$ cat src/design/sma_pkg.sv
// ----------------------------------------------------------------------------
// sma_pkg: shared types and constants of the stack machine arithmetic unit
// Word width, opcode and status codes, cell commands and divider status.
// ----------------------------------------------------------------------------
package sma_pkg;

	// data word and stack size
	localparam int WORD_W          = 32;
	localparam int STACK_DEPTH_DEF = 64;
	localparam int DIV_STEPS       = WORD_W;

	// widths of the opcode, status and character fields
	localparam int OP_W   = 3;
	localparam int ST_W   = 3;
	localparam int CHAR_W = 7;
	localparam int DEPTH_OUT_W = 7;

	// opcodes
	typedef enum logic [OP_W-1:0] {
		OP_PUSH  = 3'd0,
		OP_SUB   = 3'd1,
		OP_DIV   = 3'd2,
		OP_MUL   = 3'd3,
		OP_MOD   = 3'd4,
		OP_PCHAR = 3'd5
	} op_t;

	// result status codes
	typedef enum logic [ST_W-1:0] {
		ST_OK    = 3'd0,
		ST_SHORT = 3'd1,
		ST_DIV0  = 3'd2,
		ST_EMPTY = 3'd3,
		ST_RANGE = 3'd4,
		ST_FULL  = 3'd5
	} status_t;

	// what a stack cell loads on the next edge
	typedef enum logic [1:0] {
		CELL_HOLD  = 2'd0,
		CELL_ABOVE = 2'd1,
		CELL_BELOW = 2'd2
	} cell_cmd_t;

	// divider status toward the sequencer
	typedef struct packed {
		logic busy;
		logic done;
	} div_stat_t;

endpackage

$ cat src/design/sma_cell.sv
// ----------------------------------------------------------------------------
// sma_cell: one entry of the shifting stack
// Holds a word, or takes the word of the neighbor above or below it.
// ----------------------------------------------------------------------------
module sma_cell
	import sma_pkg::*;
(
	input  logic              clk,
	input  cell_cmd_t         cmd,
	input  logic [WORD_W-1:0] above_data,
	input  logic [WORD_W-1:0] below_data,
	output logic [WORD_W-1:0] data
);

	logic [WORD_W-1:0] data_q;

	// entry register, no reset: contents are undefined until pushed
	always_ff @(posedge clk) begin
		case (cmd)
			CELL_ABOVE: data_q <= above_data;
			CELL_BELOW: data_q <= below_data;
			default:    data_q <= data_q;
		endcase
	end

	assign data = data_q;

endmodule

$ cat config.mk
export PLATFORM = sky130hd
export DESIGN_NAME = sma_cell
export DESIGN_NICKNAME = d
export VERILOG_FILES = /design/src/design/sma_pkg.sv /design/src/design/sma_cell.sv
export SDC_FILE = /design/constraint.sdc
export NUM_CORES = 1
export LEC_CHECK = 0
export BUFFER_PORTS_ARGS = -buffer_cell sky130_fd_sc_hd__buf_4
export CORE_UTILIZATION = 38
export CTS_CLUSTER_SIZE = 20
export DETAILED_ROUTE_END_ITERATION = 8
export PLACE_DENSITY = 0.75
export SYNTH_ARGS = -nofsm -noshare
export SYNTH_HDL_FRONTEND = slang
export SYNTH_SLANG_ARGS = --single-unit
$ cat constraint.sdc
create_clock -name clk -period 1.4 [get_ports clk]
set_input_delay 0.07 -clock clk [delete_from_list [all_inputs] [get_ports clk]]
set_output_delay 0.07 -clock clk [all_outputs]
set_load 0.05 [all_outputs]
# Word level (Yosys, flattened, before mapping)
# Index checks and enable logic that the tools add are counted.
[totals] register_bits=32 input_bits=67 out_inout_bits=32 wordCells=5
[op_classes] eq_ne=2 mux=1 reduce_logical=1
[ops] op="case mux 32 bit (2 select lines)" count=1
[ops] op="== test 2 x 1 -> 1 bit (second input constant)" count=1
[ops] op="== test 2 bit (second input constant)" count=1
[ops] op="nonzero test 2 bit" count=1

# Longest topological paths before layout
# Gate-level depths: netlist (run 1).
[logic_depth] ltp_word=2 ltp_mapped=5 mapped_depth_nobuf=3

# Least setup slack after synthesis (run 1)
# No wires, ideal clock.
[synth_path] kind="input -> register" from="input cmd[0]" to="register data_q[0] (netlist: data[0]), enable pin" setup_time_ps=387 arrival_ps=1008 required_time_ps=1013 setup_slack_ps=5 path_stages=3 n_path_buf=0 cell_sequence="inv_1 ha_1 inv_1"
[synth_between] elab_chain_len=2 elab_cells_between_ends=3 cone_classes="2 x eq/ne; 1 x reduce/logical"
[synth_lines] element="start, declared" line_no="sma_cell.sv:9" rtl="input cell_cmd_t cmd,"
[synth_lines] element="== test 2 bit or == test 2 x 1 -> 1 bit (tied branches)" line_no="sma_cell.sv:19" rtl="case (cmd)"
[synth_lines] element="nonzero test 2 bit (no line) (*)"
[synth_lines] element="end signal, assigned" line_no="sma_cell.sv:20" rtl="CELL_ABOVE: data_q <= above_data;"
[synth_lines] element="end signal, assigned" line_no="sma_cell.sv:21" rtl="CELL_BELOW: data_q <= below_data;"
[synth_lines] element="end signal, assigned" line_no="sma_cell.sv:22" rtl="default: data_q <= data_q;"
[synth_lines] element="end, declared" line_no="sma_cell.sv:15" rtl="logic [WORD_W-1:0] data_q;"
# Every way passes the cells marked *; elsewhere a longest branch is shown, timed or not.
# A chain may end at the register's enable or synchronous reset.

# Final worst setup path (run 1)
[layout_path] from="input cmd[0]" to="register data_q[26] (netlist: data[26]) (data pin)"
[layout_between] elab_chain_len=2 elab_cells_between_ends=3 cone_classes="2 x eq/ne; 1 x mux"
[layout_lines] element="== test 2 bit or == test 2 x 1 -> 1 bit (tied branches)" line_no="sma_cell.sv:19"
[layout_lines] element="case mux 32 bit (2 select lines) (*)" line_no="sma_cell.sv:19"
# Marked as above.

==> results.yml, run 1 <==
critical_path:
  worstSetupStartpointType: "primary input"
  cpMaxStageDelayCell: "mux2_4"
  arrival_ps: 1050
  critPathTopFamily: "buffers and inverters"
  criticalPathCategory: "in2reg"
  worstSetupEndpointType: "register"
  cp.required_ps: 1430
  cp_slowest_stage_delay_ps: 310
  path_cells: "buf_4, inv_1, ha_2, buf_12, mux2_4"
  cp_num_buf_inv: 3
  crit_fanout: 15
synth:
  synth_top_area_share_pct: 63.00
  synthTopCellsByArea: "edfxtp_1 (63%), mux2_4 (30%), buf_12 (3.9%)"
  synth.cell_area_sq_um: 1525
  synth_nets: 139
  avgSynthCellArea_sq_um: 21.48
  synth_cell_types: 7
  synth-seq-cells: 32
  synth_warnings: 0
  yosys.area.top_type: "edfxtp_1"
  yosysSeqAreaShare_pct: 63.00
  syn_inst: 71
finish:
  largest_register_ffs: 32
  fin_nets: 244
  area_delta_synth_final_pct: 59.97
  drive_gt1_share_pct: 80.23
  diodes: 0
placement:
  dp_slack_ps: 79.95
  gp_congestion: 0.7298
  io_buffers: 98
clock_network:
  clockBufferDepth: 2
  cts_tree: "built"
  postCtsSetupBuffers: 0
  cts-htree-levels: 2
  clk_pin_slew_ps: 70
  cts_made_buffers: 5
  cts.sinks: 32
  ctsHoldBuffers: 0
  cts_resized: 0
  cts-root-buf: "clkbuf_8"
worst_hold_path:
  whs_path_depth: 2
  hold_start: "above_data[11]"
  hold-path-endpoint: "data[11]$_DFFE_PP_"
  worst_hold_path_type: "in2reg"
global_routing:
  grt_max_degree: 17
  antenna_found_initial: 0
  busiest_layer: "met2"
  track_usage_pct: 16.18
  grtUsageMet2_pct: 28.09
  grt_use_met3_pct: 6.771
  grt_pass1_vias: 1043
  grt_overflow_total: 0
  met1_usage_pct: 16.18
  grt_first_pass_wirelength_um: 4836
floorplanning:
  ioPinCount: 99
  fp-row-count: 22
  fp.dieH_um: 65.36
  die_x_um: 65.36
  coreArea_sq_um: 3744
  initial_utilization_pct: 40.74
  die_area_sq_um: 4271
detailed_routing:
  wl_um: 3216
  antenna_left: 0
  drtIter0Drc: 46
  wl_per_cell_um: 14.29
  drc: 0
  first_pass_iters: 4
  vias_per_cell: 4.542
  vias: 1022
timing:
  finalCriticalPeriod_ps: 1023
  hold_viol_final: 0
  min_period_over_period_pct: 73.06
  setup_slack_ps: 377.1
  finalSetupTns_ps: 0
  slew_headroom_pct: 86.10
  worst_slew_pin_slew_ps: 208.5
  fmax_ghz: 0.9776
  final-max-slew-violation-count: 0
  rsz0062_at_grt: "false"
  setup_viol: 0
power_and_ir_drop:
  power.leakage_nw: 1.124
  peakVddDrop_mv: 0.6699
  power_density_nw_per_um2: 1300
flow_run:
  maxCapViolCount: 0
status:
  status: "completed"
==> synth_stat cells, drive strengths merged <==
library cell,instances
edfxtp,32
mux2,32
buf,4
inv,2
ha,1
==> power by group <==
part / switching [mW] / internal (mW) / leakage [nW]
combinational: 0.642 / 0.420 / 0.756
sequential: 0.0394 / 1.22 / 0.313
clock: 0.323 / 0.527 / 0.0552
total: 1.00 / 2.17 / 1.12
==> cells in the final DEF (no fill, tap or decap) <==
cell type / instances
buf_12: 4
buf_4: 98
bufinv_16: 1
clkbuf_1: 1
clkbuf_8: 5
clkinv_2: 1
edfxtp_1: 32
ha_2: 1
inv_1: 2
mux2_2: 2
mux2_4: 30
==> how the worst max path moves through the flow <==
stage | depth (start not counted) | startpoint | to
final | 5 | cmd[0] | data[26]$_DFFE_PP_
after global placement | 5 | cmd[0] | data[9]$_DFFE_PP_
after detailed placement | 5 | cmd[0] | data[23]$_DFFE_PP_
after floorplan | 3 | cmd[0] | data[0]$_DFFE_PP_
after CTS | 5 | cmd[0] | data[26]$_DFFE_PP_
after global routing | 5 | cmd[0] | data[8]$_DFFE_PP_
==> cell families after synthesis <==
kind of cell / after synthesis / synth area share (%)
adders and majority gates: 1 / 0.8202
buffers and inverters: 6 / 5.168
DFF: 32 / 63.00
muxes: 32 / 31.01
==> area by class of cell <==
type / instances / area [sq um]
clock buffers: 6 / 72.57
fillers: 287 / 1304
repair buffers: 102 / 815.8
well taps: 48 / 60.06
clock inverters: 2 / 35.03
multi-input cells: 33 / 488.0
inverters: 2 / 7.507
flip-flops and latches: 32 / 960.9
==> per-layer routing <==
layer / vias up / part of all wire (%)
li1: 483 / -
met1: 468 / 35
met2: 62 / 53
met3: 9 / 9.8
met4: 0 / 2.0
met5: - / 0
==> per-stage QoR <==
stage / instances / utilization, % / hold WS, ps / cell area, sq um / power [mW]
after floorplan: 71 / - / 287.5 / 1525 / 1.951
after global placement: 217 / 62.30 / 370.8 / 2332 / 2.332
after detailed placement: 217 / 62.30 / 373.2 / 2332 / 2.349
after CTS: 225 / 65.17 / 74.98 / 2440 / 3.203
after global routing: 225 / 65.17 / 71.55 / 2440 / 3.283
final: 225 / 65.17 / 82.68 / 2440 / 3.171
Note: power is estimated with default switching activity, not from simulation.
==> inputs of run 2 (changes only) <==
--- a/config.mk
+++ b/config.mk
@@ -5,11 +5,12 @@
 export SDC_FILE = /design/constraint.sdc
 export NUM_CORES = 1
 export LEC_CHECK = 0
+export ABC_AREA = 1
 export BUFFER_PORTS_ARGS = -buffer_cell sky130_fd_sc_hd__buf_4
-export CORE_UTILIZATION = 38
+export CORE_UTILIZATION = 37
 export CTS_CLUSTER_SIZE = 20
 export DETAILED_ROUTE_END_ITERATION = 8
-export PLACE_DENSITY = 0.75
+export PLACE_DENSITY = 0.74
 export SYNTH_ARGS = -nofsm -noshare
 export SYNTH_HDL_FRONTEND = slang
 export SYNTH_SLANG_ARGS = --single-unit
==> constraint.sdc (replaced) <==
create_clock -name clk -period 0.9 [get_ports clk]
set_input_delay 0.045 -clock clk [delete_from_list [all_inputs] [get_ports clk]]
set_output_delay 0.045 -clock clk [all_outputs]
set_load 0.05 [all_outputs]
==> results.yml, run 2 <==
power_and_ir_drop:
  power.leakage_nw: 1.170
  total_power_mw: 4.648
  power_density_nw_per_um2: 1937
  peakVddDrop_mv: 0.7661
synth:
  syn_inst: 139
  synthArstFlopShare_pct: 0
  yosysSeqAreaShare_pct: 65.25
  synth_enable_flop_cells: 32
  synthTopCellsByArea: "edfxtp_1 (65%), nand2_1 (22%), nand2_2 (4.2%)"
  synth-seq-cells: 32
  avgSynthCellArea_sq_um: 10.59
  synth_common_cells: "nand2_1 (86), edfxtp_1 (32), nand2_2 (10)"
  synth_nets: 207
  synth_top_area_share_pct: 65.25
  synth.cell_area_sq_um: 1473
  synth_warnings: 0
  yosys.area.top_type: "edfxtp_1"
  synth_cell_types: 9
  synth_flop_cell: "edfxtp_1"
  synth_most_common_cell: "nand2_1"
critical_path:
  crit_fanout: 1
  criticalPathCategory: "reg2out"
  worstSetupStartpointType: "register"
  cpMaxStageDelayCell: "edfxtp_1"
  critPathTopFamily: "flip-flops"
  cp_num_buf_inv: 1
  worstSetupEndpointType: "output pin"
  cp.required_ps: 850
  cp_slowest_stage_delay_ps: 400
  arrival_ps: 840
  path_cells: "buf_6"
detailed_routing:
  wl_um: 3198
  drc: 0
  vias_per_cell: 4.280
  wl_per_cell_um: 11.07
  vias: 1237
  drtIter0Drc: 62
  first_pass_iters: 4
  antenna_left: 0
clock_network:
  clockBufferDepth: 2
  cts_made_buffers: 5
  cts.sinks: 32
  cts-root-buf: "clkbuf_8"
  cts-htree-levels: 2
  cts_tree: "built"
  clk_pin_slew_ps: 60
finish:
  area_delta_synth_final_pct: 62.96
  diodes: 0
  largest_register_ffs: 32
  drive_gt1_share_pct: 49.79
  final_cell_mix: "nand2_1 (86), buf_4 (79), edfxtp_1 (32)"
  stdcell_count: 289
  fin_nets: 308
  final_common_cell: "nand2_1"
placement:
  io_buffers: 98
  gp_congestion: 0.7529
  dp_hpwl_um: 2443
  dp_slack_ps: -97.92
  dpl.cell_count: 281
floorplanning:
  initial_utilization_pct: 39.34
  ioPinCount: 99
  coreArea_sq_um: 3744
  die_area_sq_um: 4237
  fp.dieH_um: 65.09
  fp-row-count: 22
  die_x_um: 65.09
status:
  status: "completed"
timing:
  hold_slack_ps: 33.64
  finalCriticalPeriod_ps: 885.8
  setup_viol: 0
  min_period_over_period_pct: 98.42
  setup_slack_ps: 14.18
  worst_slew_pin_slew_ps: 198.9
  fmax_ghz: 1.129
  rsz0062_at_grt: "true"
  final-max-slew-violation-count: 0
  slew_headroom_pct: 86.74
  hold_viol_final: 0
worst_hold_path:
  worst_hold_path_type: "in2reg"
global_routing:
  grt_max_degree: 33
  grt_overflow_total: 0
  grt_pass1_vias: 1180
  track_usage_pct: 16.57
  grt_first_pass_wirelength_um: 5133
  antenna_found_initial: 0
flow_run:
  maxCapViolCount: 0
-- run 2: cell types whose count changed after synthesis --
cell / change
inv_8: +1
mux2_4: -30
nand2_2: +10
nand2_1: +86
buf_6: +2
buf_12: -2
mux2_2: -2
clkbuf_8: +3
-- run 2: kinds of logic after synthesis --
kind of cell	after synthesis	share of synthesized area [%]
DFF	32	65.25
adders and majority gates	1	0.8495
and+or+nand+nor	96	26.17
buffers and inverters	10	7.732
-- run 2: final timing paths --
check | from | to | slack [ps] | cells after the start
max | data[24]$_DFFE_PP_ | data[24] | 10 | 1
min | above_data[26] | data[26]$_DFFE_PP_ | 30 | 3
-- run 2: layout make-up --
type	instances	area, sq um
repair buffers	101	858.3
flip-flops and latches	32	960.9
inverters	3	30.03
clock inverters	1	3.754
clock buffers	7	76.32
fillers	328	1344
well taps	48	60.06
multi-input cells	97	410.4
-- run 2: metrics by stage --
step	instance area, sq um	TNS (ps)	utilization [%]
finish	2400	0	64.10
global route	2400	-63.25	64.10
CTS	2336	0	62.40
detailed placement	2245	-3178	59.96
global placement	2245	-2978	59.96
floorplan	1496	-7090	-
-- run 2: routing by layer --
| metal | vias up | part of all wire (%) | GRT usage, % |
|---|---|---|---|
| met5 | - | 0 | 0 |
| met4 | 0 | 1.3 | 7.337 |
| met3 | 5 | 11 | 7.813 |
| met2 | 55 | 51 | 27.34 |
| met1 | 532 | 37 | 18.12 |
| li1 | 645 | - | - |
-- run 2: timing repair --
action                     in CTS  in global routing
buffers inserted                0                  0
setup endpoints to repair       3                 20
gates resized for setup         3                 17
hold buffers                    0                  0
cloned                          0                  0
-- run 2: power by group --
part / leakage (nW) / total, mW / internal (mW) / switching, mW
Sequential: 0.312 / 1.98 / 1.90 / 0.0753
Combinational: 0.817 / 1.67 / 0.619 / 1.05
Clock: 0.0399 / 0.999 / 0.537 / 0.462
Total: 1.17 / 4.65 / 3.06 / 1.59
==> inputs of run 3 (changes only) <==
--- a/config.mk
+++ b/config.mk
@@ -5,12 +5,11 @@
 export SDC_FILE = /design/constraint.sdc
 export NUM_CORES = 1
 export LEC_CHECK = 0
-export ABC_AREA = 1
 export BUFFER_PORTS_ARGS = -buffer_cell sky130_fd_sc_hd__buf_4
-export CORE_UTILIZATION = 37
+export CORE_UTILIZATION = 38
 export CTS_CLUSTER_SIZE = 20
 export DETAILED_ROUTE_END_ITERATION = 8
-export PLACE_DENSITY = 0.74
+export PLACE_DENSITY = 0.75
 export SYNTH_ARGS = -nofsm -noshare
 export SYNTH_HDL_FRONTEND = slang
 export SYNTH_SLANG_ARGS = --single-unit
==> results.yml, run 3 (synthesis results as in run 1) <==
clock_network:
  cts.sinks: 32
  cts_made_buffers: 5
  clk_pin_slew_ps: 60
  cts_resized: 9
  postCtsSetupBuffers: 0
  cts-root-buf: "clkbuf_8"
  clockBufferDepth: 2
  cts_tree: "built"
  ctsHoldBuffers: 0
  cts-htree-levels: 2
critical_path:
  worstSetupEndpointType: "output pin"
  path_cells: "buf_6"
  worstSetupStartpointType: "register"
  cp_num_buf_inv: 1
  criticalPathCategory: "reg2out"
  critPathLaunch: "data[30]$_DFFE_PP_"
  crit_fanout: 1
  cp_slowest_stage_delay_ps: 410
  cpMaxStageDelayCell: "edfxtp_1"
  critPathTopFamily: "flip-flops"
  endpoint: "data[30]"
  arrival_ps: 870
  cp.required_ps: 850
  path_depth: 1
floorplanning:
  die_x_um: 65.36
  initial_utilization_pct: 40.74
  fp-row-count: 22
  die_area_sq_um: 4271
  coreArea_sq_um: 3744
  fp.dieH_um: 65.36
  ioPinCount: 99
placement:
  io_buffers: 98
  gp_congestion: 0.7643
  dp_slack_ps: -256.7
  dp_hpwl_um: 2439
flow_run:
  maxCapViolCount: 0
timing:
  rsz0062_at_grt: "true"
  setup_viol: 1
  setup_slack_ps: -11.16
  finalCriticalPeriod_ps: 911.2
  hold_viol_final: 0
  slew_headroom_pct: 88.39
  final-max-slew-violation-count: 0
  hold_slack_ps: 64.54
  fmax_ghz: 1.098
  min_period_over_period_pct: 101.2
  worst_slew_pin_slew_ps: 174.1
finish:
  largest_register_ffs: 32
  fillerInstances: 289
  fin_nets: 245
  diodes: 0
  final_cell_mix: "buf_4 (71), edfxtp_1 (32), mux2_4 (30), buf_6 (30), clkbuf_8 (5)"
  final_common_cell: "buf_4"
  area_delta_synth_final_pct: 65.05
  drive_gt1_share_pct: 81.71
power_and_ir_drop:
  peakVddDrop_mv: 1.110
  power.leakage_nw: 1.137
  power_density_nw_per_um2: 1874
detailed_routing:
  vias_per_cell: 4.475
  antenna_left: 0
  wl_um: 3051
  drc: 0
  first_pass_iters: 2
  wl_per_cell_um: 13.68
  drtIter0Drc: 17
  vias: 998
global_routing:
  track_usage_pct: 15.51
  grt_overflow_total: 0
  grt_max_degree: 23
  grt_pass1_vias: 1041
  antenna_found_initial: 0
  grt_first_pass_wirelength_um: 4636
status:
  status: "complete, but fails checks"
  violations: "negative setup slack"
worst_hold_path:
  worst_hold_path_type: "in2reg"
-- run 3: cell count changes in the layout (fill, tap and decap cells not counted), sizes merged --
cell    before  now
buf        101  103
mux2         0   32
clkinv       1    0
inv          2    1
nand2       96    0
clkbuf       7    5
-- run 3: layout make-up --
class	count	area (sq um)	share of cell area [%]
timing repair buffer	103	910.9	36.18
tap	48	60.06	2.386
multi-input combinational	33	498.0	19.78
inverter	2	18.77	0.7455
clock buffer	5	68.82	2.734
sequential	32	960.9	38.17
-- run 3: worst min-delay path by stage --
stage / startpoint / endpoint / slack [ps] / depth (start not counted)
2_1_floorplan: below_data[0] / data[0]$_DFFE_PP_ / 260 / 1
3_3_place_gp: above_data[4] / data[4]$_DFFE_PP_ / 350 / 2
3_5_place_dp: above_data[4] / data[4]$_DFFE_PP_ / 350 / 2
4_1_cts: below_data[14] / data[14]$_DFFE_PP_ / 60 / 2
5_1_grt: above_data[4] / data[4]$_DFFE_PP_ / 40 / 2
6_report: above_data[18] / data[18]$_DFFE_PP_ / 60 / 2
-- run 3: per-stage QoR --
stage	TNS (ps)	utilization, %	cells	total power [mW]	cell area, sq um
6_report	-11.16	67.25	223	4.718	2517
5_1_grt	-265.6	67.25	223	4.910	2517
4_1_cts	-22.88	65.14	223	4.656	2439
3_5_place_dp	-10320	62.40	218	3.647	2336
3_3_place_gp	-9407	62.40	218	3.619	2336
2_1_floorplan	-10230	-	71	3.046	1549
-- run 3: where the power goes --
part           leakage, nW  internal [mW]  total [mW]  switching (mW)
Sequential           0.313           1.90        2.00          0.0976
Clock               0.0359          0.497       0.956           0.460
Combinational        0.787          0.767        1.76           0.993
-- run 3: metal layers --
layer | GRT usage, % | wire (um) | up-vias
li1 | - | - | 480
met1 | 14.25 | 955 | 459
met2 | 27.45 | 1742 | 52
met3 | 8.507 | 293 | 7
met4 | 7.337 | 60 | 0
met5 | 0 | 0 | -
