## config.mk

```make
export PLATFORM = sky130hd
export DESIGN_NAME = sma_div
export DESIGN_NICKNAME = d
export VERILOG_FILES = /design/src/design/sma_pkg.sv /design/src/design/sma_div.sv
export SDC_FILE = /design/constraint.sdc
export NUM_CORES = 1
export LEC_CHECK = 0
export BUFFER_PORTS_ARGS = -buffer_cell sky130_fd_sc_hd__buf_4
export CAP_MARGIN = 15
export CORE_ASPECT_RATIO = 1.1
export CORE_UTILIZATION = 40
export CTS_BUF_LIST = sky130_fd_sc_hd__clkbuf_8
export DETAILED_ROUTE_END_ITERATION = 10
export PLACE_DENSITY = 0.66
export SYNTH_ARGS = -nofsm -noshare
export SYNTH_HDL_FRONTEND = slang
export SYNTH_SLANG_ARGS = --single-unit
```

## constraint.sdc

```tcl
create_clock -name clk -period 9.18 [get_ports clk]
set_input_delay 0 -clock clk [delete_from_list [all_inputs] [get_ports clk]]
set_output_delay 0 -clock clk [all_outputs]
set_load 0.02 [all_outputs]
```

## src/design/sma_pkg.sv

```systemverilog
// ----------------------------------------------------------------------------
// sma_pkg: shared types and constants of the stack machine arithmetic unit
// Word width, opcode and status codes, cell commands and divider status.
// ----------------------------------------------------------------------------
package sma_pkg;

	// data word and stack size
	localparam int WORD_W          = 32;
	localparam int STACK_DEPTH_DEF = 64;
	localparam int DIV_STEPS       = WORD_W;

	// widths of the opcode, status and character fields
	localparam int OP_W   = 3;
	localparam int ST_W   = 3;
	localparam int CHAR_W = 7;
	localparam int DEPTH_OUT_W = 7;

	// opcodes
	typedef enum logic [OP_W-1:0] {
		OP_PUSH  = 3'd0,
		OP_SUB   = 3'd1,
		OP_DIV   = 3'd2,
		OP_MUL   = 3'd3,
		OP_MOD   = 3'd4,
		OP_PCHAR = 3'd5
	} op_t;

	// result status codes
	typedef enum logic [ST_W-1:0] {
		ST_OK    = 3'd0,
		ST_SHORT = 3'd1,
		ST_DIV0  = 3'd2,
		ST_EMPTY = 3'd3,
		ST_RANGE = 3'd4,
		ST_FULL  = 3'd5
	} status_t;

	// what a stack cell loads on the next edge
	typedef enum logic [1:0] {
		CELL_HOLD  = 2'd0,
		CELL_ABOVE = 2'd1,
		CELL_BELOW = 2'd2
	} cell_cmd_t;

	// divider status toward the sequencer
	typedef struct packed {
		logic busy;
		logic done;
	} div_stat_t;

endpackage

```

## src/design/sma_div.sv

```systemverilog
// ----------------------------------------------------------------------------
// sma_div: iterative signed restoring divider
// One quotient bit per cycle on magnitudes, signs fixed up at the output.
// ----------------------------------------------------------------------------
module sma_div
	import sma_pkg::*;
(
	input  logic              clk,
	input  logic              arst_n,
	input  logic              start,
	input  logic [WORD_W-1:0] dividend,
	input  logic [WORD_W-1:0] divisor,
	output logic [WORD_W-1:0] quotient,
	output logic [WORD_W-1:0] remainder,
	output div_stat_t         stat
);

	localparam int CNT_W = $clog2(DIV_STEPS);
	localparam logic [CNT_W-1:0] CNT_LAST = CNT_W'(DIV_STEPS - 1);

	logic              busy_q;
	logic              done_q;
	logic [CNT_W-1:0]  cnt_q;
	logic [WORD_W-1:0] rem_q;
	logic [WORD_W-1:0] quo_q;
	logic [WORD_W-1:0] dvs_q;
	logic              qneg_q;
	logic              rneg_q;

	logic [WORD_W-1:0] dvd_mag;
	logic [WORD_W-1:0] dvs_mag;
	logic [WORD_W:0]   trial;
	logic [WORD_W:0]   diff;

	// magnitudes of the operands; the most negative word maps to itself unsigned
	assign dvd_mag = dividend[WORD_W-1] ? (~dividend + 1'b1) : dividend;
	assign dvs_mag = divisor[WORD_W-1]  ? (~divisor + 1'b1)  : divisor;

	// one restoring step
	assign trial = {rem_q, quo_q[WORD_W-1]};
	assign diff  = trial - {1'b0, dvs_q};

	// control
	always_ff @(posedge clk or negedge arst_n) begin
		if (!arst_n) begin
			busy_q <= 1'b0;
			done_q <= 1'b0;
			cnt_q  <= '0;
		end else if (start) begin
			busy_q <= 1'b1;
			done_q <= 1'b0;
			cnt_q  <= CNT_LAST;
		end else if (busy_q) begin
			cnt_q <= cnt_q - 1'b1;
			if (cnt_q == '0) begin
				busy_q <= 1'b0;
				done_q <= 1'b1;
			end
		end
	end

	// datapath
	always_ff @(posedge clk) begin
		if (start) begin
			rem_q  <= '0;
			quo_q  <= dvd_mag;
			dvs_q  <= dvs_mag;
			qneg_q <= dividend[WORD_W-1] ^ divisor[WORD_W-1];
			rneg_q <= dividend[WORD_W-1];
		end else if (busy_q) begin
			if (!diff[WORD_W]) begin
				rem_q <= diff[WORD_W-1:0];
			end else begin
				rem_q <= trial[WORD_W-1:0];
			end
			quo_q <= {quo_q[WORD_W-2:0], ~diff[WORD_W]};
		end
	end

	// sign fix-up: quotient truncates toward zero, remainder follows dividend
	assign quotient  = qneg_q ? (~quo_q + 1'b1) : quo_q;
	assign remainder = rneg_q ? (~rem_q + 1'b1) : rem_q;

	assign stat.busy = busy_q;
	assign stat.done = done_q;

endmodule

```

* After elaboration in Yosys (flattened, before gate mapping)
Cells that the tools add are included.
** Operators by class
- Divide/modulo/power cells :: 0
- Bitwise operators :: 6
- Shift-type cells :: 0
- Eq/ne operators :: 0
- Reduce and logical (&&, ||, !) cells :: 4
- $add $sub $neg :: 6
- Order comparisons :: 0
- $mul :: 0
- Muxes and demuxes :: 15
** Operators with widths (count)
- $mux W32 :: 6
- $add A32 B1 Y32 const B :: 4
- $not A32 Y32 :: 4
- $sub A33 B32 Y33 :: 1
- $mux W31 :: 1
- $mux W5 :: 2
- $mux W1 :: 6
- $logic_not A5 Y1 :: 1
- $sub A5 B1 Y5 const B :: 1
- $reduce_bool A2 Y1 :: 2
- $reduce_and A2 Y1 :: 1
- $not A1 Y1 :: 1
- $xor A1 B1 Y1 :: 1
** Word-level totals
- Bits in read-only memories :: 0
- Output and inout port bits :: 66
- Logic and storage cells :: 40
- Memory bits (writable) :: 0
- Latch bits :: 0
- Memories kept :: 0
- Flip-flop bits (word level) :: 105

* Longest topological paths before layout
Gate-level depths: netlist of run 1.
- Depth in word-level cells :: 4
- Depth in mapped cells :: 13

* Worst setup path before layout of run 1
OpenSTA, ideal clock, no wires.
- Path kind :: reg-to-reg
- From :: reg quo_q[31]
- To :: reg rem_q[5]
- Period minus slack after synthesis :: 3.306 ns
- Path slack :: 5.874 ns
- Path buffers :: 0
- Arrival time :: 3.215 ns
- Stages on the path, launching flop included :: 13
- Cells stage by stage :: edfxtp_1 inv_1 ha_1 fa_1 nor2b_1 o31a_1 o41a_1 a32oi_2 o21ai_1 a2111oi_2 a211oi_2 or3_1 a311oi_1
** On the way
- Cells in the longest elaborated chain, start to end :: 2
** Ends and longest elaborated chain
- from (decl) :: RTL line sma_div.sv:25 : logic [WORD_W-1:0] quo_q;
- from (signal assigned) :: RTL line sma_div.sv:66 : quo_q <= dvd_mag;
- from (signal assigned) :: RTL line sma_div.sv:76 : quo_q <= {quo_q[WORD_W-2:0], ~diff[WORD_W]};
- $sub A33 B32 Y33 :: RTL line sma_div.sv:41 : assign diff = trial - {1'b0, dvs_q};
- $mux W32 :: RTL line sma_div.sv:71 : if (!diff[WORD_W]) begin
- to (signal assigned) :: RTL line sma_div.sv:72 : rem_q <= diff[WORD_W-1:0];
- to (signal assigned) :: RTL line sma_div.sv:74 : rem_q <= trial[WORD_W-1:0];
- to (decl) :: RTL line sma_div.sv:24 : logic [WORD_W-1:0] rem_q;
No other way between the ends.
A chain may end at the register's enable or synchronous reset.

* Worst setup path in the final report of run 1
- From :: reg quo_q[31]
- To :: reg rem_q[27]
The elaborated chain is that of the path after synthesis.

==> impl_metrics.toml, run 1 <==
[status]
status = "finished with violations"
violations = "DRC"

[yosys]
mappedNetlistNets = 1080
synthCells = 974
ys_seq_area_share_pct = 33.5
synthFlopType = "edfxtp_1"
yosysWarningCount = 0
synth-edff-count = 66
synth.ff_latch_count = 105
synth_async_sr_flop_share_pct = 6.67
synth_area_sq_um = 8360
synth_area_per_cell_sq_um = 8.58
ys_types = 69

[route]
vias = 7563
post-route-drc-count = 2
ant_nets = 0
detail_route.wl_per_cell_um = 15.5
drtIter0Drc = 421
viasPerCell = 5.52
dr.pass1.iters = 8
drt-total-wl_um = 21200

[power_and_ir_drop]
ir_worst_vdd_v = 0.000313
powerDensity_nw_per_um2 = 319
p_leak_nw = 4.11

[worst_setup_path]
crit_fanout = 32
path_cells = "inv_1 > ha_1 > fa_1 > nor2b_1 > o31a_1 > o41a_1 > a32oi_2 > o21ai_1 > a2111oi_2 > a211o_1 > o31ai_1 > a31o_2"
cp.buffers_inverters = 1
cp-end-kind = "register"
arrival_ns = 4.55
slowest_stage = "a211o_1"
cp_top_family = "compound AO/OA/AOI/OAI gates"
crit_type = "register to register"
cp_data_required_time_ns = 9.45
crit_path_start_kind = "register"
crit_path_max_incr_delay_ns = 0.87

[final_layout]
drive_above_1_share_pct = 15.2
stdcell_count = 1369
regArea_sq_um = 2800
multi_input_area_sq_um = 5130
utilization_pct = 49.1
fill_cells = 1946
antenna_cells = 0
area_growth_pct = 20.5
nNetsFinal = 1214

[clock_tree]
tritoncts = "yes"
cts-root-buf = "clkbuf_8"
cts_resized = 0
clockBufferDepth = 2
htree_levels = 3
cts_hold_buf = 38
clk_pin_slew_ns = 0.11
cts_sinks = 105
postCtsSetupBuffers = 0
clock_latency_ns = 0.39
numCtsBuffers = 9

[floorplan]
core-area_sq_um = 20500
die_h_um = 154
die_w_um = 140
die_area_sq_um = 21500
start_util_pct = 40.7
placementRows = 55
io-pin-count = 133

[global_route]
grt_pass1_vias = 7005
grt_max_degree = 79
grt_pass1_wl_um = 34900
grt_usage_pct = 19.9
antenna_found_initial = 0
overflow = 0

[timing]
tightest_slew_ns = 1.07
skew_ns = 0.0183
finalHoldViolations = 0
fin_crit_sh_pct = 46.6
rsz0062_at_grt = "false"
setup_viol = 0
min_period_ns = 4.28
maxSlewViolCount = 0
fin_tns_setup_ns = 0
fmax_ghz = 0.234
slew_headroom_pct = 28.7

[place]
placedCellCount = 1314
port_buffers = 132
gp_congestion = 0.880
dp_hpwl_um = 15700

[min_path]
hold_class = "input pin to register"

[run]
maxCapViolations = 0
## state kept, by name, indices dropped and copies added (netlist names)
register,flops
rneg_q,1
done_q,1
busy_q,1
rem_q,32
quo_q,32
qneg_q,1
cnt_q,5
dvs_q,32
## cells in the final DEF, fill, tap and decap left out, drive strengths merged, types with 16 or more instances in the layout
master,n
a21o,16
a21oi,59
a311oi,22
buf,137
dfxtp,32
dlygate4sd3,38
edfxtp,66
ha,38
inv,55
nand2,105
nand2b,18
nand3,16
nor2,82
o21ai,62
o31ai,35
o41ai,19
or3,22
or4,21
xnor2,110
xor2,39
## per-layer routing
metal | share of wire [%] | vias to the layer above | global-route usage (%)
li1 | - | 3811 | -
met1 | 47 | 3489 | 26.8
met2 | 46 | 236 | 33.0
met3 | 5.1 | 27 | 2.83
met4 | 1.9 | 0 | 6.33
met5 | 0 | - | 0
## through the flow
stage / setup WS, ns / cell area [sq um] / total power [mW] / hold WS [ns]
after global routing: 4.48 / 10100 / 3.45 / 0.0260
after floorplan: 5.87 / 8360 / 2.18 / -0.296
after global placement: 5.01 / 9480 / 2.91 / -0.178
after CTS: 4.89 / 10100 / 3.24 / 0.00219
final: 4.90 / 10100 / 3.21 / 0.00844
after detailed placement: 4.91 / 9480 / 2.92 / -0.179
## tightest hold or removal path, stage by stage
cell and delay (ns):
buf_4 0.09, xor2_1 0.06, a21oi_1 0.13
## Yosys cell counts (3+ instances only)
master / number / area [sq um]
nor3_1: 8 / 40.0
ha_1: 38 / 475
xor2_1: 39 / 342
o2111ai_1: 3 / 26.3
buf_2: 5 / 25.0
buf_1: 3 / 11.3
buf_4: 4 / 30.0
nand3b_1: 6 / 45.0
nor4_1: 8 / 50.1
clkbuf_1: 40 / 150
nor2b_1: 4 / 25.0
nand2b_1: 17 / 106
o41ai_1: 17 / 149
dfrtp_1: 7 / 175
xnor2_1: 110 / 963
inv_1: 54 / 203
and3_1: 5 / 31.3
a21oi_1: 59 / 295
o21a_1: 5 / 37.5
nor2_1: 82 / 308
a31oi_1: 8 / 50.1
o21ai_0: 60 / 300
o21bai_1: 3 / 22.5
o31ai_1: 34 / 255
a21o_1: 16 / 120
or4_1: 17 / 128
nand3_1: 15 / 75.1
nand4_1: 7 / 43.8
or3_1: 21 / 131
or4_4: 3 / 33.8
mux2i_1: 5 / 50.1
dfxtp_1: 32 / 641
edfxtp_1: 66 / 1980
a311oi_1: 22 / 193
nand2_1: 105 / 394
a211oi_1: 4 / 30.0
## layout make-up
cell class / instances / share of cell area [%]
Clock buffer: 9 / 1.23
Clock inverter: 7 / 0.696
Inverter: 55 / 2.05
Multi-Input combinational cell: 762 / 51.0
Sequential cell: 105 / 27.8
Tap cell: 256 / 3.18
Timing Repair Buffer: 175 / 14.1
## power breakdown
group	switching, mW	total (mW)	internal (mW)
Sequential	0.154	0.757	0.603
Combinational	1.24	2.16	0.921
Clock	0.167	0.293	0.126
## worst paths after layout
kind | start | end | slack (ns) | cells past startpoint
worst max-delay path | quo_q[31]$_DFFE_PP_ | rem_q[27]$_SDFFE_PP0P_ | 4.90 | 12
worst min-delay path | dividend[30] | quo_q[30]$_DFFE_PP_ | 0.008 | 3
worst max register to register | quo_q[31]$_DFFE_PP_ | rem_q[27]$_SDFFE_PP0P_ | 4.90 | 12
worst min register to register | done_q$_DFFE_PN0P_ | done_q$_DFFE_PN0P_ | 0.51 | 2
max in group asynchronous | arst_n | busy_q$_DFF_PN0_ | 8.33 | 3
min in group asynchronous | arst_n | done_q$_DFFE_PN0P_ | 0.58 | 3
## cell families (layout without fill, tap and decap cells)
group                      Yosys count  after routing  synth area share (%)
AOI/OAI and AO/OA                  259            259                  21.0
xor gates and xnor gates           149            149                  15.6
adders and majority gates           39             39                  5.93
buffers and inverters              107            246                  5.06
DFF                                105            105                  33.5
muxes                                5              5                 0.599
and+or+nand+nor                    310            310                  18.3
Power figures use the tool's default switching activity.
==> run 2, diff against run 1 <==
--- a/config.mk
+++ b/config.mk
@@ -5,13 +5,14 @@
 export SDC_FILE = /design/constraint.sdc
 export NUM_CORES = 1
 export LEC_CHECK = 0
+export ABC_AREA = 1
 export BUFFER_PORTS_ARGS = -buffer_cell sky130_fd_sc_hd__buf_4
 export CAP_MARGIN = 15
 export CORE_ASPECT_RATIO = 1.1
 export CORE_UTILIZATION = 40
 export CTS_BUF_LIST = sky130_fd_sc_hd__clkbuf_8
 export DETAILED_ROUTE_END_ITERATION = 10
-export PLACE_DENSITY = 0.66
+export PLACE_DENSITY = 0.65
 export SYNTH_ARGS = -nofsm -noshare
 export SYNTH_HDL_FRONTEND = slang
 export SYNTH_SLANG_ARGS = --single-unit
==> constraint.sdc (replaced) <==
create_clock -name clk -period 4.11 [get_ports clk]
set_input_delay 0 -clock clk [delete_from_list [all_inputs] [get_ports clk]]
set_output_delay 0 -clock clk [all_outputs]
set_load 0.02 [all_outputs]
==> impl_metrics.toml, run 2 <==
[status]
status = "finished, final reports clean"

[place]
dp_hpwl_um = 23600
pre_cts_ws_ns = 1.33
port_buffers = 132
placedCellCount = 2004
gp_congestion = 0.948

[power_and_ir_drop]
swShare_pct = 41.6
powerDensity_nw_per_um2 = 293
p_int_mw = 2.05
power_mw = 3.51
ir_worst_vdd_v = 0.000175
combPwrFrac_pct = 44.4
p_leak_nw = 6.37
power_frac_seq_pct = 36.8
clkPwrFrac_pct = 18.8
power_switching_mw = 1.46

[yosys]
synthTopCellsByArea = "edfxtp_1 (20%), nand2_1 (19%), inv_1 (11%), xor2_1 (7.8%), dfxtp_1 (6.4%)"
synth_area_per_cell_sq_um = 6.31
synth_async_sr_flop_share_pct = 6.67
ys_seq_area_share_pct = 27.8
synth.ff_latch_count = 105
netlist_top_cells_count = "nand2_1 (496), inv_1 (305), nor2_1 (143)"
synth_top_area_share_pct = 19.7
synth_top_area_cell = "edfxtp_1"
synth-edff-count = 66
mappedNetlistNets = 1699
yosys.cell_count.top_type = "nand2_1"
synthFlopType = "edfxtp_1"
synth_area_sq_um = 10100
ys_types = 49
synthCells = 1593
yosysWarningCount = 0

[timing]
finalHoldViolations = 0
slew_headroom_pct = 37.6
fin_crit_sh_pct = 68.4
setup_viol = 0
tightest_slew_ns = 0.933
skew_ns = 0.0194
rsz0062_at_grt = "false"
fin_tns_setup_ns = 0
min_period_ns = 2.81
maxSlewViolCount = 0
fmax_ghz = 0.356
setup_slack_ns = 1.30
hold_slack_ns = 0.0211

[final_layout]
final_cell_mix = "nand2_1 (496), inv_1 (305), nor2_1 (141)"
layout_commonest_cell = "nand2_1"
nNetsFinal = 1863
largestRegisters = "dvs_q x32, quo_q x32, rem_q x32"
antenna_cells = 0
stdcell_count = 2072
drive_above_1_share_pct = 11.4
area_growth_pct = 19.3

[worst_setup_path]
slowest_stage = "fa_1"
crit_top_cell = "nand2_1"
r2r-start = "quo_q[31]$_DFFE_PP_"
cp_top_family = "simple AND/OR/NAND/NOR gates"
path_cells = "inv_1 > ha_1 > fa_1 > inv_1 > nand2_1 > nand2_1 > nand3_1 > nand2_1 > nand2_1 > nand2_2 > nand2_4 > nand2_4 > nand2_2 > nand2_4 > nand2_1 > nand3_1 > nand2_1"
crit_type = "register to register"
crit_cells = 17
reg2regPathDepth = 17
crit_path_max_incr_delay_ns = 0.42
cp-end-kind = "register"
arrival_ns = 3.12
cp.buffers_inverters = 2
crit_path_start_kind = "register"
crit_start = "quo_q[31]$_DFFE_PP_"
cp_data_required_time_ns = 4.42
crit_fanout = 33

[route]
viasPerCell = 4.95
detail_route.wl_per_cell_um = 14.4
post-route-drc-count = 0
drtIter0Drc = 568
vias = 10300
ant_nets = 0
drt-total-wl_um = 29900
dr.pass1.iters = 5

[run]
maxCapViolations = 0

[floorplan]
die_h_um = 168
core-area_sq_um = 24500
start_util_pct = 41.0
die_w_um = 153
placementRows = 60
die_area_sq_um = 25800
io-pin-count = 133

[clock_tree]
clockBufferDepth = 2
clk_pin_slew_ns = 0.12
cts_sinks = 105
clock_latency_ns = 0.40
cts-root-buf = "clkbuf_8"
htree_levels = 3
numCtsBuffers = 9
tritoncts = "yes"
postCtsSetupBuffers = 0

[global_route]
antenna_found_initial = 0
overflow = 0
grt_usage_pct = 23.4
grt_pass1_vias = 9851
grt_pass1_wl_um = 48000
grt_max_degree = 41

[min_path]
hold_class = "input pin to register"
worst_hold_path.num_cells = 4
hp-start = "dividend[27]"
-- run 2: changes by cell type in the layout (fill, tap and decap cells not counted), sizes merged, moves of 17 or more --
| cell | change |
|---|---|
| nand2 | +413 |
| inv | +258 |
| nand3 | +97 |
| xnor2 | -80 |
| nor2 | +69 |
| xor2 | +50 |
| o31ai | -32 |
| a21oi | -25 |
| a311oi | -22 |
| or3 | -22 |
| or4 | -20 |
| nand2b | -18 |
| nor3 | +18 |
| o21ai | +17 |
-- run 2: repair_timing --
action                    CTS  global route
hold buffers               51             0
resized for setup           0             0
hold endpoints to repair   57             0
-- run 2: path summary, 6_finish.rpt --
check	end	slack, ns
max	rem_q[22]$_SDFFE_PP0P_	1.30
max in group asynchronous	cnt_q[1]$_DFFE_PN0P_	3.32
min	quo_q[27]$_DFFE_PP_	0.02
min in group asynchronous	done_q$_DFFE_PN0P_	0.55
max reg2reg	rem_q[22]$_SDFFE_PP0P_	1.30
min reg2reg	cnt_q[4]$_DFFE_PN0P_	0.50
-- run 2: worst min-delay path, cell delays in order --
cell and delay (ns):
buf_4 0.12, nand2_1 0.05, nand3_1 0.06, o21ai_0 0.08
-- run 2: cells by family after synthesis --
family	count (synthesis)	synth area share [%]
compound gates	134	7.24
fa+ha+maj	39	4.93
xor+xnor	119	10.4
simple gates	851	36.1
flops	105	27.8
buf+inv	345	13.6
-- run 2: routing by layer --
metal	vias up	part of all wire (%)	global-route usage, %
li1	5257	-	-
met1	4688	42	28.2
met2	269	51	42.8
met3	49	4.5	2.75
met4	0	2.6	8.34
met5	-	0	0
-- run 2: layout make-up --
type	count	area, sq um
Clock buffer	9	124
Multi-Input combinational cell	1143	5910
Timing Repair Buffer	188	1560
Fill cell	2527	12600
Clock inverter	7	60.1
Tap cell	310	388
Sequential cell	105	2800
Inverter	310	1160
-- run 2: through the flow --
step / util, % / instance area, sq um
6_report: 48.9 / 12000
3_5_place_dp: 45.9 / 11300
5_1_grt: 48.9 / 12000
3_3_place_gp: 45.9 / 11300
4_1_cts: 48.8 / 12000
2_1_floorplan: - / 10100
-- run 2: power groups by stage --
stage | registers [mW] | clock network [mW] | logic, mW
final | 1.29 | 0.659 | 1.56
after CTS | 1.29 | 0.672 | 1.57
after detailed placement | 1.32 | 0 | 1.52
after global placement | 1.31 | 0 | 1.52
after global routing | 1.31 | 0.708 | 1.71
after floorplan | 1.29 | 0 | 0.947
